**src/design/rfhft_pkg.sv**
```systemverilog
package rfhft_pkg;

	localparam int unsigned FRAME_CHARS_DEF = 128;

	localparam logic [7:0]  BYTE_START    = 8'h02;
	localparam logic [7:0]  BYTE_END      = 8'h03;
	localparam logic [31:0] TIMEOUT_RESET = 32'd200000;

	localparam logic CMD_BYTE = 1'b0;
	localparam logic CMD_TICK = 1'b1;

	localparam logic EVENT_NEW  = 1'b0;
	localparam logic EVENT_LOST = 1'b1;

	typedef enum logic [2:0] {
		KIND_TICK,
		KIND_START,
		KIND_END,
		KIND_HEX,
		KIND_OTHER
	} item_kind_t;

	typedef struct packed {
		item_kind_t kind;
		logic [3:0] digit;
	} item_t;

	typedef struct packed {
		logic        event_res;
		logic [63:0] tag_serial;
	} result_t;

endpackage

```
**src/design/rfhft_fifo.sv**
```systemverilog
module rfhft_fifo #(
	parameter int unsigned W = 8
) (
	input  logic         clk,
	input  logic         arst_n,
	input  logic         push,
	input  logic [W-1:0] din,
	output logic         full,
	input  logic         pop,
	output logic [W-1:0] dout,
	output logic         empty
);

	logic [W-1:0] mem_q [2];
	logic         wr_ptr_q;
	logic         rd_ptr_q;
	logic [1:0]   count_q;
	logic         do_push;
	logic         do_pop;

	assign full    = (count_q == 2'd2);
	assign empty   = (count_q == 2'd0);
	assign do_push = push && !full;
	assign do_pop  = pop && !empty;
	assign dout    = mem_q[rd_ptr_q];

	always_ff @(posedge clk or negedge arst_n) begin
		if (!arst_n) begin
			wr_ptr_q <= 1'b0;
			rd_ptr_q <= 1'b0;
			count_q  <= 2'd0;
		end else begin
			if (do_push) begin
				wr_ptr_q <= ~wr_ptr_q;
			end
			if (do_pop) begin
				rd_ptr_q <= ~rd_ptr_q;
			end
			if (do_push && !do_pop) begin
				count_q <= count_q + 2'd1;
			end else if (do_pop && !do_push) begin
				count_q <= count_q - 2'd1;
			end
		end
	end

	always_ff @(posedge clk) begin
		if (do_push) begin
			mem_q[wr_ptr_q] <= din;
		end
	end

endmodule

```
**src/design/rfhft_front.sv**
```systemverilog
module rfhft_front (
	input  logic            clk,
	input  logic            arst_n,
	input  logic            push,
	output logic            full,
	input  logic            command,
	input  logic [7:0]      rx_byte,
	input  logic            item_take,
	output rfhft_pkg::item_t item,
	output logic            item_empty
);
	import rfhft_pkg::*;

	item_t cls;

	always_comb begin
		cls.kind  = KIND_OTHER;
		cls.digit = 4'd0;
		if (command == CMD_TICK) begin
			cls.kind = KIND_TICK;
		end else if (rx_byte == BYTE_START) begin
			cls.kind = KIND_START;
		end else if (rx_byte == BYTE_END) begin
			cls.kind = KIND_END;
		end else if (rx_byte >= 8'h30 && rx_byte <= 8'h39) begin
			cls.kind  = KIND_HEX;
			cls.digit = rx_byte[3:0];
		end else if ((rx_byte >= 8'h41 && rx_byte <= 8'h46) ||
		             (rx_byte >= 8'h61 && rx_byte <= 8'h66)) begin
			cls.kind  = KIND_HEX;
			cls.digit = rx_byte[3:0] + 4'd9;
		end
	end

	logic [$bits(item_t)-1:0] q_dout;

	rfhft_fifo #(
		.W($bits(item_t))
	) u_queue (
		.clk   (clk),
		.arst_n(arst_n),
		.push  (push),
		.din   (cls),
		.full  (full),
		.pop   (item_take),
		.dout  (q_dout),
		.empty (item_empty)
	);

	assign item = item_t'(q_dout);

endmodule

```
**src/design/rfhft_back.sv**
```systemverilog
module rfhft_back #(
	parameter int unsigned MAX_FRAME_CHARS = rfhft_pkg::FRAME_CHARS_DEF
) (
	input  logic             clk,
	input  logic             arst_n,
	input  logic             cfg_wr_en,
	input  logic [31:0]      cfg_wr_data,
	input  rfhft_pkg::item_t item,
	input  logic             item_empty,
	output logic             item_take,
	output logic             empty,
	input  logic             pop,
	output logic             event_res,
	output logic [63:0]      tag_serial
);
	import rfhft_pkg::*;

	localparam int unsigned CW = $clog2(MAX_FRAME_CHARS + 1);
	localparam logic [CW-1:0] MAX_CNT = CW'(MAX_FRAME_CHARS);

	logic [31:0]   timeout_q;
	logic          in_frame_q;
	logic [CW-1:0] char_count_q;
	logic [63:0]   hex_accum_q;
	logic          stopped_q;
	logic          overflow_q;
	logic [63:0]   held_tag_q;
	logic [31:0]   elapsed_q;

	logic        res_full;
	logic        res_push;
	result_t     res;
	logic [31:0] elapsed_inc;
	logic [63:0] frame_value;
	logic        lost_hit;

	assign item_take   = !item_empty && !res_full;
	assign elapsed_inc = (elapsed_q == 32'hFFFF_FFFF) ? elapsed_q : elapsed_q + 32'd1;
	assign lost_hit    = (held_tag_q != 64'd0) && (elapsed_inc > timeout_q);
	assign frame_value = overflow_q ? 64'hFFFF_FFFF_FFFF_FFFF : hex_accum_q;

	always_comb begin
		res_push       = 1'b0;
		res.event_res  = EVENT_NEW;
		res.tag_serial = frame_value;
		if (item_take) begin
			unique case (item.kind)
				KIND_TICK: begin
					res.event_res  = EVENT_LOST;
					res.tag_serial = held_tag_q;
					res_push       = lost_hit;
				end
				KIND_END: begin
					res_push = in_frame_q && (frame_value != held_tag_q);
				end
				default: begin
				end
			endcase
		end
	end

	always_ff @(posedge clk or negedge arst_n) begin
		if (!arst_n) begin
			timeout_q <= TIMEOUT_RESET;
		end else if (cfg_wr_en) begin
			timeout_q <= cfg_wr_data;
		end
	end

	always_ff @(posedge clk or negedge arst_n) begin
		if (!arst_n) begin
			in_frame_q   <= 1'b0;
			char_count_q <= '0;
			hex_accum_q  <= 64'd0;
			stopped_q    <= 1'b0;
			overflow_q   <= 1'b0;
			held_tag_q   <= 64'd0;
			elapsed_q    <= 32'd0;
		end else if (item_take) begin
			if (item.kind == KIND_TICK) begin
				elapsed_q <= elapsed_inc;
				if (lost_hit) begin
					held_tag_q <= 64'd0;
				end
			end else if (!in_frame_q) begin
				if (item.kind == KIND_START) begin
					in_frame_q   <= 1'b1;
					char_count_q <= '0;
					hex_accum_q  <= 64'd0;
					stopped_q    <= 1'b0;
					overflow_q   <= 1'b0;
				end
			end else if (item.kind == KIND_END) begin
				if (frame_value != held_tag_q) begin
					held_tag_q <= frame_value;
				end
				elapsed_q    <= 32'd0;
				in_frame_q   <= 1'b0;
				char_count_q <= '0;
				hex_accum_q  <= 64'd0;
				stopped_q    <= 1'b0;
				overflow_q   <= 1'b0;
			end else if (char_count_q >= MAX_CNT) begin
				// frame too long: drop it
				in_frame_q   <= 1'b0;
				char_count_q <= '0;
				hex_accum_q  <= 64'd0;
				stopped_q    <= 1'b0;
				overflow_q   <= 1'b0;
			end else begin
				char_count_q <= char_count_q + CW'(1);
				if (!stopped_q) begin
					if (item.kind != KIND_HEX) begin
						stopped_q <= 1'b1;
					end else if (!overflow_q) begin
						if (hex_accum_q[63:60] != 4'd0) begin
							overflow_q <= 1'b1;
						end else begin
							hex_accum_q <= {hex_accum_q[59:0], item.digit};
						end
					end
				end
			end
		end
	end

	logic [$bits(result_t)-1:0] res_dout;
	result_t                    res_out;

	rfhft_fifo #(
		.W($bits(result_t))
	) u_res_queue (
		.clk   (clk),
		.arst_n(arst_n),
		.push  (res_push),
		.din   (res),
		.full  (res_full),
		.pop   (pop),
		.dout  (res_dout),
		.empty (empty)
	);

	assign res_out    = result_t'(res_dout);
	assign event_res  = res_out.event_res;
	assign tag_serial = res_out.tag_serial;

endmodule

```
**src/design/rfid_hex_frame_tag_tracker.sv**
```systemverilog
// Tag reader frame tracker.
// Input queue side: command (0 = UART byte in rx_byte, 1 = one time tick) is
// transferred on a clock edge with push high and full low.
// Result queue side: while empty is low, event_res (0 = new tag, 1 = tag lost)
// and tag_serial show the oldest result; a transfer happens on pop with empty low.
// Config: cfg_wr_en writes lost_timeout from cfg_wr_data.
// Throughput: one item per cycle while the result queue is not full. The front
// classifies each item into a two-entry queue; the back updates frame and tag
// state, one item per cycle, and feeds a two-entry result queue.
// An item waits in the input queue; its result is then held in the result queue.
// At most one result per item; most items give none.
// Reset: both queues empty, no frame open, no tag held, elapsed count zero,
// lost_timeout = 200000.
// When the receiver stalls, the result queue fills, the back stops, the input
// queue fills and full rises; nothing is dropped.
module rfid_hex_frame_tag_tracker #(
	parameter int unsigned MAX_FRAME_CHARS = rfhft_pkg::FRAME_CHARS_DEF
) (
	input  logic        clk,
	input  logic        arst_n,
	input  logic        push,
	output logic        full,
	input  logic        command,
	input  logic [7:0]  rx_byte,
	output logic        empty,
	input  logic        pop,
	output logic        event_res,
	output logic [63:0] tag_serial,
	input  logic        cfg_wr_en,
	input  logic [31:0] cfg_wr_data
);
	import rfhft_pkg::*;

	item_t item;
	logic  item_empty;
	logic  item_take;

	rfhft_front u_front (
		.clk       (clk),
		.arst_n    (arst_n),
		.push      (push),
		.full      (full),
		.command   (command),
		.rx_byte   (rx_byte),
		.item_take (item_take),
		.item      (item),
		.item_empty(item_empty)
	);

	rfhft_back #(
		.MAX_FRAME_CHARS(MAX_FRAME_CHARS)
	) u_back (
		.clk        (clk),
		.arst_n     (arst_n),
		.cfg_wr_en  (cfg_wr_en),
		.cfg_wr_data(cfg_wr_data),
		.item       (item),
		.item_empty (item_empty),
		.item_take  (item_take),
		.empty      (empty),
		.pop        (pop),
		.event_res  (event_res),
		.tag_serial (tag_serial)
	);

endmodule

```
**config.mk**
```make
export PLATFORM = sky130hd
export DESIGN_NAME = rfid_hex_frame_tag_tracker
export DESIGN_NICKNAME = d
export VERILOG_FILES = /design/src/design/rfhft_pkg.sv /design/src/design/rfhft_fifo.sv /design/src/design/rfhft_front.sv /design/src/design/rfhft_back.sv /design/src/design/rfid_hex_frame_tag_tracker.sv
export SDC_FILE = /design/constraint.sdc
export NUM_CORES = 1
export LEC_CHECK = 0
export ABC_AREA = 1
export ABC_CLOCK_PERIOD_IN_PS = 8029
export CORE_ASPECT_RATIO = 2
export CORE_MARGIN = 4
export CORE_UTILIZATION = 40
export DETAILED_ROUTE_END_ITERATION = 7
export DONT_BUFFER_PORTS = 1
export HOLD_SLACK_MARGIN = 0.12
export PLACE_DENSITY = 0.52
export SLEW_MARGIN = 20
export SYNTH_ARGS = -nofsm -noshare
export SYNTH_HDL_FRONTEND = slang
export SYNTH_SLANG_ARGS = --single-unit
```
**constraint.sdc**
```tcl
create_clock -name clk -period 8.03 [get_ports clk]
set_input_delay 1.606 -clock clk [delete_from_list [all_inputs] [get_ports clk]]
set_output_delay 1.606 -clock clk [all_outputs]
set_load 0.01 [all_outputs]
```
Word-level counts from Yosys, hierarchy flattened
Memories as Yosys holds them, arrays and structs flattened.
Index checks and enable logic that the tools add are counted.
{"block": "totals", "ramBits": 144, "reg_bits": 211, "output_inout_bits": 67, "input_bits": 46, "wordCells": 149, "n_memories": 2}
{"memory": "u_back.u_res_queue.mem_q", "words": 2, "width": 65, "read_ports": 1, "rd_clocked_by_memory_dff": 0, "write_ports": 1, "line_no": "rfhft_fifo.sv:14", "source": "logic [W-1:0] mem_q [2];"}
{"memory": "u_front.u_queue.mem_q", "words": 2, "width": 7, "read_ports": 1, "rd_clocked_by_memory_dff": 0, "write_ports": 1, "line_no": "rfhft_fifo.sv:14"}
{"block": "op_classes", "order_cmp": 8, "addsub": 7, "eq_ne": 14, "mux": 59, "reduce_logical": 40, "bitwise_logic": 5}
{"cell": "$mux 64", "count": 14}
{"cell": "$mux 65", "count": 2}
{"cell": "$mux 32", "count": 4}
{"cell": "$ne 64x64->1", "count": 1}
{"cell": "$reduce_bool 64->1", "count": 1}
{"cell": "$add 32x1->32 const B", "count": 1}
{"cell": "$eq 32x32->1 const B", "count": 1}
{"cell": "$gt 32x32->1", "count": 1}
{"cell": "$mux 8", "count": 4}
{"cell": "$mux 1", "count": 22}
{"cell": "$eq 8x2->1 const B", "count": 2}
{"cell": "$ge 8x7->1 const B", "count": 2}
{"cell": "$le 8x7->1 const B", "count": 2}
{"cell": "$ne 4x4->1 const B", "count": 4}
{"cell": "$logic_and 1x1->1", "count": 14}
{"cell": "$mux 7", "count": 2}
{"cell": "$mux 4", "count": 3}
{"cell": "$reduce_bool 2->1", "count": 6}
{"cell": "$reduce_and 5->1", "count": 2}
{"cell": "$mux 3", "count": 3}
{"cell": "$add 8x1->8 const B", "count": 1}
{"cell": "$ge 8x6->1 const B", "count": 1}
{"cell": "$ge 8x8->1 const B", "count": 1}
{"cell": "$le 8x6->1 const B", "count": 1}
{"cell": "19 further kinds", "count": 38}

Logic depth before layout (Yosys ltp)
Gate-level depths: netlist (run 1).
{"block": "depth", "ltp_word": 11, "depth_mapped": 29, "depth_no_buf": 28}

By module
Synthesis (run 1) repeated with hierarchy kept, for this count alone.
{"block": "hier_totals", "cells_unflattened": 2239, "hier_area_um2": 18159.9}
{"module": "rfhft_back", "cells_per_inst": 1747, "n_inst": 1, "area_per_inst_um2": 12172.9, "seq_area_each_um2": 5087.4}
{"module": "rfhft_fifo (u_back.u_res_queue)", "cells_per_inst": 371, "n_inst": 1, "area_per_inst_um2": 4947.2, "seq_area_each_um2": 4003.8}
{"module": "rfhft_fifo (u_front.u_queue)", "cells_per_inst": 68, "n_inst": 1, "area_per_inst_um2": 738.2, "seq_area_each_um2": 520.5}
{"module": "rfhft_front", "cells_per_inst": 53, "n_inst": 1, "area_per_inst_um2": 301.5, "seq_area_each_um2": 0.0}

Least setup slack after synthesis (run 1)
OpenSTA, ideal clock, no wires.
{"block": "synth_path", "path_type": "flip-flop to flip-flop", "startpoint": "reg u_back.elapsed_q[0]", "endpoint": "mem u_back.u_res_queue.mem_q[1][0] (netlist bit) (enable)", "synth_period_minus_slack_ns": 6.575, "path_buffers": 3, "required_ns": 7.521, "path_stages_with_launch": 24, "setup_slack_ns": 1.455, "arrival_time_ns": 6.065, "setup_ns": 0.509, "path_cell_list": "dfrtp_1 -> ha_1 -> nand3_1 -> inv_1 -> nand2_1 -> nor2_1 -> nand4_1 -> clkbuf_1 -> o21ai_0 -> ha_1 -> nand2_1 -> inv_1 -> nand2_1 -> nand2_1 -> nand2_1 -> nand2_1 -> nand2_1 -> nand2_1 -> nand2_1 -> nand2_1 -> nand3_1 -> clkbuf_1 -> clkbuf_1 -> a21oi_1"}
{"block": "synth_via", "elab_chain_len": 9, "word_cells_on_any_way": 10, "classes_between": "add/sub (1); order compare (1); eq/ne (1); mux (5); reduce/logical (2)"}
{"item": "start, declared", "line_no": "rfhft_back.sv:28", "source": "logic [31:0] elapsed_q;"}
{"item": "start signal, assigned", "line_no": "rfhft_back.sv:81", "source": "elapsed_q <= elapsed_inc;"}
{"item": "$add 32x1->32 / $eq 32x32->1 (equally long branches)", "line_no": "rfhft_back.sv:38", "source": "assign elapsed_inc = (elapsed_q == 32'hFFFF_FFFF) ? elapsed_q : elapsed_q + 32'd1;"}
{"item": "$mux 32 *", "line_no": "rfhft_back.sv:38"}
{"item": "$gt 32x32->1 *", "line_no": "rfhft_back.sv:39", "source": "assign lost_hit = (held_tag_q != 64'd0) && (elapsed_inc > timeout_q);"}
{"item": "$logic_and 1x1->1 *", "line_no": "rfhft_back.sv:39"}
{"item": "$pmux 1 s2 *", "line_no": "rfhft_back.sv:47", "source": "unique case (item.kind)"}
{"item": "$mux 1 *", "line_no": "rfhft_back.sv:46", "source": "if (item_take) begin"}
{"item": "$logic_and 1x1->1 *", "line_no": "rfhft_fifo.sv:23", "source": "assign do_push = push && !full;"}
{"item": "$mux 1 *", "line_no": "rfhft_fifo.sv:48", "source": "if (do_push) begin"}
{"item": "$mux 1 (implied by the code) *", "line_no": "rfhft_fifo.sv:49", "source": "mem_q[wr_ptr_q] <= din;"}
{"item": "end, declared", "line_no": "rfhft_fifo.sv:14"}
Every way passes the cells marked *; elsewhere a longest branch is shown, timed or not.

Worst setup path in the final report (run 1)
{"block": "layout_path", "startpoint": "reg u_back.elapsed_q[1]", "endpoint": "mem u_back.u_res_queue.mem_q[0][29] (netlist bit) (enable)"}
Same word-level chain as after synthesis.

==> insert_results.sql, run 1 <==
INSERT INTO impl_metrics (metric_group, metric, value, unit) VALUES
('power', 'netSwitchingPower', '3200', 'uW'),
('sta', 'fmax_achieved', '170', 'MHz'),
('job', 'cap_viol_max_count', '0', ''),
('global_routing', 'maximum_number_of_pins_on_one_net_before_global_route_repair', '212', ''),
('sta', 'final-setup-viol-count', '0', ''),
('worst_hold_path', 'holdCritPathClass', 'flop to flop', ''),
('outcome', 'violations', 'design-rule violations', ''),
('worst_hold_path', 'worstHoldEndpoint', 'u_back.char_count_q[0]', ''),
('synth', 'synth_edf_count', '144', ''),
('sta', 'hold_viol', '0', ''),
('critical_path', 'cp_data_arrival_time', '6080', 'ps'),
('synth', 'synth_top_cell_area_share', '0.276', ''),
('critical_path', 'crit_required', '8220', 'ps'),
('cells_and_area', 'layout.nets', '2397', ''),
('drt', 'drt_wl_total', '53800', 'um'),
('floorplanning', 'coreArea', '45800', 'um^2'),
('synth', 'postSynth.topFlopCell', 'dfrtp_1', ''),
('cts', 'cts.repair_timing.setup_buffer_count', '0', ''),
('cts', 'clk-insertion-delay-late', '540', 'ps'),
('place', 'hpwlAfterDp', '37100', 'um'),
('power', 'share_clk_of_total_power', '0.241', ''),
('synth', 'synth.net_count', '2443', ''),
('critical_path', 'critical-path-max-stage-delay', '720', 'ps'),
('synth', 'netlist_instances', '2356', ''),
('floorplanning', 'fp.dieW', '160', 'um'),
('drt', 'route.vias.total', '14734', ''),
('global_routing', 'grt-ovfl-total', '0', ''),
('critical_path', 'timing.critical_path.buf_inv', '4', ''),
('synth', 'synth-seq-area-share', '0.518', ''),
('cts', 'cts.path.max_buffers', '3', ''),
('critical_path', 'critical_path.max_fanout', '41', ''),
('critical_path', 'crit_chain', 'ha_1, nand3_1, inv_1, nand2_1, nor2_1, nand4_1, buf_4, nand2_1, ha_1, nand2_1, nor2_1, nand2_1, nor2_1, nand2_1, nand3_1, a21oi_1, nand3_2, nand2_2, nand2_1, inv_2, buf_4', ''),
('cts', 'clkSinkCount', '355', ''),
('cts', 'tritoncts.num_buffers', '36', ''),
('drt', 'vias_per_cell', '5.08', ''),
('critical_path', 'timing.critical_path.from_type', 'flop', ''),
('cts', 'worst_setup_hold_path_clk_slew', '70', 'ps'),
('cells_and_area', 'drive_above_1_share', '0.0479', ''),
('worst_hold_path', 'min_delay_path_depth', '1', ''),
('global_routing', 'first_pass_grt_wire_length', '82800', 'um'),
('outcome', 'run_status', 'complete, but fails checks', ''),
('critical_path', 'worstReg2RegStart', 'u_back.elapsed_q[1]', ''),
('cts', 'clk_root_buffer_cell', 'clkbuf_16', ''),
('cells_and_area', 'layout.cells.most_common', 'nand2_1', ''),
('cells_and_area', 'layout.cells.most_common_list', 'nand2_1 (902), inv_1 (322), dfrtp_1 (203)', ''),
('sta', 'min_clock_period_post_route', '5880', 'ps'),
('critical_path', 'worst-r2r-setup-slack', '2150', 'ps'),
('critical_path', 'worst-r2r-cell-count', '21', ''),
('floorplanning', 'rows', '111', ''),
('drt', 'met3WireLength', '1960', 'um'),
('critical_path', 'rr_endpoint', 'u_back.u_res_queue.mem_q[0][29]', ''),
('power', 'power.density_cell_area', '363', 'nW/um^2'),
('worst_hold_path', 'hold_path.startpoint', 'u_back.char_count_q[0]', ''),
('drt', 'drcViolationCount', '15', ''),
('drt', 'drtPass1Iterations', '8', ''),
('critical_path', 'crit_path_end_kind', 'flop', ''),
('critical_path', 'startpoint_of_the_worst_setup_timing_path', 'u_back.elapsed_q[1]', ''),
('global_routing', 'grt_use_total', '0.212', ''),
('critical_path', 'cp_top_family', 'simple AND/OR/NAND/NOR gates', ''),
('drt', 'detailroute.wirelength.met2', '29100', 'um'),
('place', 'global_placement_routability_congestion', '0.998', ''),
('drt', 'detail_route.wl_per_cell', '18.5', 'um'),
('floorplanning', 'io_pins', '113', ''),
('sta', 'worst_clock_skew', '19.8', 'ps'),
('floorplanning', 'starting_density', '0.405', ''),
('synth', 'syn_area', '18600', 'um^2'),
('cts', 'postCtsResizedCells', '0', ''),
('power', 'vdd_ir_drop_max', '208', 'uV'),
('synth', 'yosysWarningCount', '0', ''),
('cells_and_area', 'ant_diodes', '0', ''),
('sta', 'setup-tns-final', '0', 'ps');
[cell usage after synthesis, types with 2 or more instances]
| master | n |
|---|---|
| and2_1 | 2 |
| xor2_1 | 28 |
| inv_2 | 4 |
| buf_6 | 15 |
| a21oi_1 | 28 |
| edfxtp_1 | 144 |
| o21ai_0 | 144 |
| xnor2_1 | 5 |
| nor4_1 | 2 |
| clkbuf_1 | 52 |
| inv_1 | 324 |
| nand2_2 | 13 |
| buf_4 | 3 |
| a22o_1 | 3 |
| dfstp_2 | 6 |
| dfrtp_1 | 205 |
| buf_1 | 3 |
| buf_2 | 22 |
| nand4_1 | 24 |
| mux2i_1 | 4 |
| nand3_1 | 94 |
| ha_1 | 41 |
| nand2_1 | 903 |
| nor2_1 | 172 |
| o22ai_1 | 61 |
| nor3_1 | 30 |
| nor2_2 | 11 |
[per-layer routing]
| layer | GRT usage | vias up |
|---|---|---|
| li1 | - | 7316 |
| met3 | 0.0263 | 98 |
| met1 | 0.229 | 6989 |
| met2 | 0.405 | 331 |
| met4 | 0.0961 | 0 |
| met5 | 0 | - |
[registers in the layout, summed over array words and instances (netlist names), 2 cells and up]
signal and flops:
u_back.u_res_queue.mem_q 130, u_back.held_tag_q 64, u_back.hex_accum_q 64, u_back.elapsed_q 32
u_back.timeout_q 32, u_front.u_queue.mem_q 14, u_back.char_count_q 8, u_back.u_res_queue.count_q 2
u_front.u_queue.count_q 2
[power groups by stage]
stage | registers (uW) | logic [uW] | clock network (uW)
after floorplan | 2390 | 2220 | 0
after global placement | 2430 | 3110 | 0
after detailed placement | 2440 | 3140 | 0
after CTS | 2410 | 3150 | 1810
after global routing | 2440 | 3480 | 1870
final | 2410 | 3120 | 1750
[how the worst max path moves through the flow]
| stage | cells after the start | endpoint | slack [ps] |
|---|---|---|---|
| 2_1_floorplan | 23 | u_back.u_res_queue.mem_q[1][0] | 1460 |
| 3_3_place_gp | 21 | u_back.u_res_queue.mem_q[0][47] | 2320 |
| 3_5_place_dp | 21 | u_back.u_res_queue.mem_q[0][46] | 2160 |
| 4_1_cts | 21 | u_back.u_res_queue.mem_q[0][32] | 2140 |
| 5_1_grt | 21 | u_back.u_res_queue.mem_q[0][29] | 1760 |
| 6_report | 21 | u_back.u_res_queue.mem_q[0][29] | 2150 |
[cells by family (layout without fill, tap and decap cells)]
family | after synthesis | count (layout) | synth area share
AND/OR/NAND/NOR | 1254 | 1254 | 0.270
buffers and inverters | 424 | 406 | 0.0945
flip-flops | 355 | 355 | 0.518
AO/OA/AOI/OAI | 244 | 244 | 0.0718
adder cells (fa/ha/maj) | 41 | 41 | 0.0276
XOR/XNOR | 33 | 33 | 0.0156
multiplexers | 5 | 5 | 0.00276
[layout make-up]
class / count / area, um^2
Clock buffer: 42 / 955
Tap cell: 565 / 707
Timing Repair Buffer: 12 / 90.1
Inverter: 328 / 1230
Clock inverter: 24 / 258
Fill cell: 4561 / 25700
Multi-Input combinational cell: 1577 / 7230
Sequential cell: 355 / 9620
[stage by stage]
step | std cells | hold WS [ps] | area (um^2) | utilization
after global placement | 2837 | 480 | 18900 | 0.412
after CTS | 2903 | 508 | 20100 | 0.438
after detailed placement | 2837 | 500 | 18900 | 0.412
after global routing | 2903 | 528 | 20100 | 0.438
final | 2903 | 502 | 20100 | 0.438
after floorplan | 2356 | 465 | 18600 | -
Power figures use the tool's default switching activity.
==> run 2: changes to the inputs <==
--- a/config.mk
+++ b/config.mk
@@ -6,7 +6,7 @@
 export NUM_CORES = 1
 export LEC_CHECK = 0
 export ABC_AREA = 1
-export ABC_CLOCK_PERIOD_IN_PS = 8029
+export ABC_CLOCK_PERIOD_IN_PS = 5550
 export CORE_ASPECT_RATIO = 2
 export CORE_MARGIN = 4
 export CORE_UTILIZATION = 40
==> constraint.sdc (replaced) <==
create_clock -name clk -period 5.55 [get_ports clk]
set_input_delay 1.11 -clock clk [delete_from_list [all_inputs] [get_ports clk]]
set_output_delay 1.11 -clock clk [all_outputs]
set_load 0.01 [all_outputs]
==> insert_results.sql, run 2 (synthesis results as in run 1) <==
INSERT INTO impl_metrics (metric_group, metric, value, unit) VALUES
('cells_and_area', 'finish.instance_area', '20200', 'um^2'),
('sta', 'final-setup-viol-count', '0', ''),
('critical_path', 'critical-path-max-stage-delay', '430', 'ps'),
('sta', 'max_slew_margin', '0.370', ''),
('global_routing', 'maximum_number_of_pins_on_one_net_before_global_route_repair', '212', ''),
('drt', 'drt-initial-drc-count', '892', ''),
('cts', 'worst_setup_hold_path_clk_slew', '70', 'ps'),
('critical_path', 'cp_data_arrival_time', '5060', 'ps'),
('cells_and_area', 'final_non_filler_cells', '2906', ''),
('critical_path', 'crit_chain', 'ha_1, nand3_1, inv_1, nand2_1, nor2_1, nand4_1, buf_4, inv_1, nand2_1, o21ai_0, inv_1, ha_1, nand2_1, nor2_1, nand2_1, nor2_1, nand2_1, nand3_1, a21oi_1, nand3_2, nand2_2, nand2_1, inv_2, buf_4', ''),
('place', 'post-place-cells', '2842', ''),
('global_routing', 'grt-ovfl-total', '0', ''),
('power', 'intPower', '5990', 'uW'),
('global_routing', 'grt_pass1_vias', '14242', ''),
('critical_path', 'critical_path.max_fanout', '22', ''),
('critical_path', 'crit_path_end_kind', 'flop', ''),
('cells_and_area', 'relative_area_change_from_synthesis_to_final_layout', '8.79', '%'),
('place', 'hpwlAfterDp', '37300', 'um'),
('drt', 'detail_route.wl_per_cell', '18.5', 'um'),
('cts', 'total_number_of_h_tree_levels', '2', ''),
('power', 'static-leakage-power', '0.0102', 'uW'),
('cells_and_area', 'drive_above_1_share', '0.0500', ''),
('drt', 'm1WireLength', '19800', 'um'),
('critical_path', 'timing.critical_path.from_type', 'flop', ''),
('floorplanning', 'chipHeight', '313', 'um'),
('global_routing', 'grt_use_total', '0.211', ''),
('drt', 'drtPass1Iterations', '5', ''),
('cts', 'tritoncts.num_buffers', '36', ''),
('power', 'sw_frac_of_total', '0.434', ''),
('sta', 'grt_setup_unrepaired', 'false', ''),
('floorplanning', 'coreArea', '45800', 'um^2'),
('power', 'share_clk_of_total_power', '0.245', ''),
('drt', 'vias_per_cell', '5.06', ''),
('sta', 'hold_viol', '0', ''),
('cts', 'clkSinkCount', '355', ''),
('floorplanning', 'io_pins', '113', ''),
('cells_and_area', 'layout.cells.most_common', 'nand2_1', ''),
('global_routing', 'grt_antenna_before_repair', '0', ''),
('sta', 'min_clock_period_post_route', '4850', 'ps'),
('cells_and_area', 'largest_register_ff_count', '130', ''),
('drt', 'dr.max_layer_used', 'met4', ''),
('sta', 'worst_clock_skew', '21.7', 'ps'),
('drt', 'detailroute.wirelength.met2', '29300', 'um'),
('sta', 'fmax_achieved', '206', 'MHz'),
('job', 'cap_viol_max_count', '0', ''),
('power', 'power_frac_seq', '0.333', ''),
('cts', 'tritoncts', 'yes', ''),
('critical_path', 'crit_required', '5770', 'ps'),
('cells_and_area', 'top_register', 'u_back.u_res_queue.mem_q', ''),
('power', 'power.density_cell_area', '524', 'nW/um^2'),
('cells_and_area', 'postLayoutCoreUtil', '0.440', ''),
('drt', 'route.vias.total', '14713', ''),
('sta', 'worstMarginPinSlew', '945', 'ps'),
('critical_path', 'slowest_stage', 'inv_2', ''),
('drt', 'met3WireLength', '1870', 'um'),
('cells_and_area', 'ant_diodes', '0', ''),
('cts', 'clk-insertion-delay-late', '530', 'ps'),
('worst_hold_path', 'holdCritPathClass', 'input port to async pin', ''),
('place', 'buffer_ports.inserted', '0', ''),
('cts', 'cts.repair_timing.setup_buffer_count', '0', ''),
('global_routing', 'first_pass_grt_wire_length', '82600', 'um'),
('critical_path', 'worst-setup-path-type', 'flop to flop', ''),
('place', 'detailed_place.area', '18900', 'um^2'),
('cts', 'clk_root_buffer_cell', 'clkbuf_16', ''),
('floorplanning', 'rows', '111', ''),
('floorplanning', 'starting_density', '0.405', ''),
('sta', 'period_share', '0.873', ''),
('floorplanning', 'die_area', '50100', 'um^2'),
('cells_and_area', 'layout.nets', '2402', ''),
('critical_path', 'crit_path_top_cell_by_count', 'nand2_1', ''),
('place', 'global_placement_routability_congestion', '0.949', ''),
('sta', 'setup-tns-final', '0', 'ps'),
('power', 'netSwitchingPower', '4590', 'uW'),
('cts', 'postCtsResizedCells', '0', ''),
('cells_and_area', 'layout.cells.most_common_list', 'nand2_1 (902), inv_1 (322), dfrtp_1 (203)', ''),
('cts', 'cts-hold-fix-buffers', '0', ''),
('outcome', 'run_status', 'finished, final reports clean', ''),
('cts', 'cts.path.max_buffers', '3', ''),
('sta', 'timing.final.max_slew_violations', '0', ''),
('power', 'vdd_ir_drop_max', '321', 'uV'),
('drt', 'antenna_left', '0', ''),
('drt', 'drt_wl_total', '53700', 'um'),
('cells_and_area', 'largestRegisters', 'u_back.u_res_queue.mem_q (130), u_back.held_tag_q (64), u_back.hex_accum_q (64)', ''),
('drt', 'drcViolationCount', '0', ''),
('floorplanning', 'fp.dieW', '160', 'um'),
('power', 'p_comb_frac', '0.422', '');
run 2: layer usage:
metal | track usage | vias up
met5 | 0 | -
met4 | 0.0996 | 0
met3 | 0.0245 | 108
met2 | 0.401 | 320
met1 | 0.231 | 6953
li1 | - | 7332
run 2: worst max-delay path: cells and delay by family, from the launching register on:
family / cells / cell delay (ps)
adders and majority gates: 2 / 640
DFF: 1 / 400
AOI/OAI and AO/OA: 2 / 270
buffers and inverters: 6 / 1350
and+or+nand+nor: 14 / 1870
run 2: final cells by class:
type | count | area, um^2
multi-input cells | 1577 | 7230
repair buffers | 17 | 165
well taps | 565 | 707
fillers | 4597 | 25600
clock inverters | 18 | 220
inverters | 328 | 1230
clock buffers | 46 | 1020
flip-flops and latches | 355 | 9610
run 2: per-stage QoR:
stage / power, uW / hold WS (ps) / worst slack [ps]
2_1_floorplan: 6670 / 465 / 431
3_3_place_gp: 8060 / 484 / 759
3_5_place_dp: 8110 / 485 / 713
4_1_cts: 10700 / 266 / 687
5_1_grt: 11300 / 256 / 368
6_report: 10600 / 287 / 702
run 2: path summary, 6_finish.rpt:
path	start	to	slack [ps]	cells after the start
worst min register to register	u_back.timeout_q[6]	u_back.timeout_q[6]	490	2
max in group asynchronous	arst_n	u_back.overflow_q	4810	0
min in group clk	u_back.timeout_q[6]	u_back.timeout_q[6]	490	2
worst max-delay path	u_back.elapsed_q[1]	u_back.u_res_queue.mem_q[0][56]	700	24
worst max register to register	u_back.elapsed_q[1]	u_back.u_res_queue.mem_q[0][56]	700	24
worst min-delay path	arst_n	u_back.held_tag_q[4]	290	0
run 2: power by group through the flow:
stage	logic (uW)	clock network, uW	registers (uW)
2_1_floorplan	3210	0	3460
3_3_place_gp	4510	0	3560
3_5_place_dp	4540	0	3570
4_1_cts	4550	2660	3520
5_1_grt	5000	2770	3570
6_report	4470	2590	3520
==> run 3: changes to the inputs <==
--- a/config.mk
+++ b/config.mk
@@ -7,13 +7,13 @@
 export LEC_CHECK = 0
 export ABC_AREA = 1
 export ABC_CLOCK_PERIOD_IN_PS = 5550
+export BUFFER_PORTS_ARGS = -buffer_cell sky130_fd_sc_hd__clkbuf_2
 export CORE_ASPECT_RATIO = 2
 export CORE_MARGIN = 4
 export CORE_UTILIZATION = 40
 export DETAILED_ROUTE_END_ITERATION = 7
-export DONT_BUFFER_PORTS = 1
 export HOLD_SLACK_MARGIN = 0.12
-export PLACE_DENSITY = 0.52
+export PLACE_DENSITY = 0.54
 export SLEW_MARGIN = 20
 export SYNTH_ARGS = -nofsm -noshare
 export SYNTH_HDL_FRONTEND = slang
==> insert_results.sql, run 3 (synthesis results as in run 1) <==
INSERT INTO impl_metrics (metric_group, metric, value, unit) VALUES
('drt', 'drt-initial-drc-count', '1063', ''),
('sta', 'worstMarginPinSlew', '985', 'ps'),
('global_routing', 'grt_antenna_before_repair', '0', ''),
('place', 'buffer_ports.inserted', '112', ''),
('cells_and_area', 'top_register', 'u_back.u_res_queue.mem_q', ''),
('cts', 'total_number_of_h_tree_levels', '2', ''),
('floorplanning', 'starting_density', '0.405', ''),
('sta', 'setup-tns-final', '0', 'ps'),
('floorplanning', 'die_area', '50100', 'um^2'),
('drt', 'drtPass1Iterations', '6', ''),
('place', 'global_placement_routability_congestion', '0.944', ''),
('floorplanning', 'fp.dieW', '160', 'um'),
('cells_and_area', 'postLayoutCoreUtil', '0.453', ''),
('cells_and_area', 'ant_diodes', '0', ''),
('global_routing', 'grt_pass1_vias', '15319', ''),
('cts', 'cts.repair_timing.setup_buffer_count', '0', ''),
('sta', 'max_slew_margin', '0.343', ''),
('critical_path', 'critical_path.max_fanout', '28', ''),
('cells_and_area', 'layout.nets', '2518', ''),
('floorplanning', 'chipHeight', '313', 'um'),
('critical_path', 'crit_required', '5970', 'ps'),
('cts', 'cts.path.max_buffers', '3', ''),
('sta', 'grt_setup_unrepaired', 'false', ''),
('global_routing', 'first_pass_grt_wire_length', '84100', 'um'),
('power', 'share_clk_of_total_power', '0.240', ''),
('sta', 'fmax_achieved', '213', 'MHz'),
('drt', 'detail_route.wl_per_cell', '18.0', 'um'),
('cts', 'tritoncts.num_buffers', '37', ''),
('cts', 'cts-hold-fix-buffers', '0', ''),
('power', 'p_comb_frac', '0.435', ''),
('cts', 'worst_setup_hold_path_clk_slew', '70', 'ps'),
('power', 'static-leakage-power', '0.0107', 'uW'),
('global_routing', 'grt-ovfl-total', '0', ''),
('sta', 'postLayoutSetupSlackWorst', '845', 'ps'),
('sta', 'timing.final.max_slew_violations', '0', ''),
('cells_and_area', 'largestRegisters', 'u_back.u_res_queue.mem_q (130), u_back.held_tag_q (64), u_back.hex_accum_q (64)', ''),
('power', 'power_frac_seq', '0.325', ''),
('critical_path', 'cp_data_arrival_time', '5130', 'ps'),
('power', 'sw_frac_of_total', '0.436', ''),
('sta', 'final-setup-viol-count', '0', ''),
('power', 'power.density_cell_area', '519', 'nW/um^2'),
('cts', 'clk_root_buffer_cell', 'clkbuf_16', ''),
('sta', 'min_clock_period_post_route', '4700', 'ps'),
('cts', 'postCtsResizedCells', '0', ''),
('global_routing', 'grt_use_total', '0.213', ''),
('sta', 'hold_viol', '0', ''),
('cells_and_area', 'layout.cells.most_common', 'nand2_1', ''),
('place', 'pre_cts_ws', '825', 'ps'),
('cells_and_area', 'relative_area_change_from_synthesis_to_final_layout', '12.0', '%'),
('drt', 'drcViolationCount', '0', ''),
('power', 'intPower', '6090', 'uW'),
('place', 'hpwlAfterDp', '38200', 'um'),
('drt', 'drt_wl_total', '54300', 'um'),
('floorplanning', 'io_pins', '113', ''),
('global_routing', 'maximum_number_of_pins_on_one_net_before_global_route_repair', '163', ''),
('cells_and_area', 'largest_register_ff_count', '130', ''),
('outcome', 'run_status', 'finished, final reports clean', ''),
('sta', 'period_share', '0.848', ''),
('critical_path', 'worst-setup-path-type', 'flop to flop', ''),
('drt', 'vias_per_cell', '5.07', ''),
('floorplanning', 'coreArea', '45800', 'um^2'),
('critical_path', 'crit_path_end_kind', 'flop', ''),
('power', 'vdd_ir_drop_max', '421', 'uV'),
('floorplanning', 'rows', '111', ''),
('cells_and_area', 'drive_above_1_share', '0.0959', ''),
('drt', 'route.vias.total', '15323', ''),
('sta', 'worst_clock_skew', '26.7', 'ps'),
('cts', 'clk-insertion-delay-late', '550', 'ps'),
('drt', 'antenna_left', '0', ''),
('power', 'netSwitchingPower', '4700', 'uW'),
('cts', 'clkSinkCount', '355', ''),
('cts', 'tritoncts', 'yes', ''),
('cells_and_area', 'layout.cells.most_common_list', 'nand2_1 (902), inv_1 (322), dfrtp_1 (203)', ''),
('critical_path', 'timing.critical_path.from_type', 'flop', ''),
('worst_hold_path', 'holdCritPathClass', 'flop to flop', ''),
('job', 'cap_viol_max_count', '0', '');
run 3: cell count changes in the layout (fill, tap and decap cells not counted), sizes merged:
cell      previous run  this run
buf                 17        21
clkbuf              46       152
clkinv              10        19
clkinvlp             3         2
inv                328       329
run 3: cell type report:
cell class / count / area (um^2)
fillers: 4628 / 25100
flip-flops and latches: 355 / 9610
repair buffers: 132 / 744
multi-input cells: 1577 / 7230
clock inverters: 27 / 292
clock buffers: 41 / 961
well taps: 565 / 707
inverters: 328 / 1230
run 3: routing by layer:
layer  track usage  up-vias  wire length (um)
met3        0.0243      123              2100
li1              -     7561                 -
met1         0.225     7269             19700
met2         0.414      370             29700
met4         0.102        0              2780
met5             0        -                 0
run 3: path summary, 6_finish.rpt:
kind	from	end	slack, ps	cells past startpoint
min in group asynchronous	arst_n	u_back.timeout_q[26]	550	1
setup / recovery	u_back.elapsed_q[0]	u_back.u_res_queue.count_q[1]	850	23
max in group asynchronous	arst_n	u_back.overflow_q	3730	2
hold / removal	u_back.timeout_q[6]	u_back.timeout_q[6]	490	2
setup reg to reg	u_back.elapsed_q[0]	u_back.u_res_queue.count_q[1]	850	23
hold reg to reg	u_back.timeout_q[6]	u_back.timeout_q[6]	490	2
run 3: critical path, stage by stage (launching register included):
cell and delay [ps]:
dfrtp_1 400, ha_1 330, nand3_1 220, inv_1 120, nand2_1 90, nor2_1 220, nand4_1 200, buf_4 300
nand2_1 130, ha_1 250, nand2_1 90, nor2_1 60, nand2_1 210, nor2_1 80, nand2_1 90, nand3_1 70
a21oi_1 160, nand3_2 340, nand2_2 200, buf_4 350, ha_1 320, a21oi_1 110, o21ai_0 110, xnor2_1 130
run 3: stage by stage:
stage	hold slack, ps	instance area, um^2	std cells	total power (uW)
2_1_floorplan	465	18600	2356	6670
3_3_place_gp	486	19500	2957	8260
3_5_place_dp	489	19500	2957	8300
4_1_cts	500	20800	3025	10900
5_1_grt	524	20800	3025	11600
6_report	492	20800	3025	10800
run 3: power groups by stage:
stage	logic, uW	registers [uW]	clock network [uW]
floorplan	3210	3460	0
global placement	4730	3530	0
detailed placement	4760	3540	0
CTS	4780	3500	2660
global route	5300	3540	2750
finish	4690	3500	2590
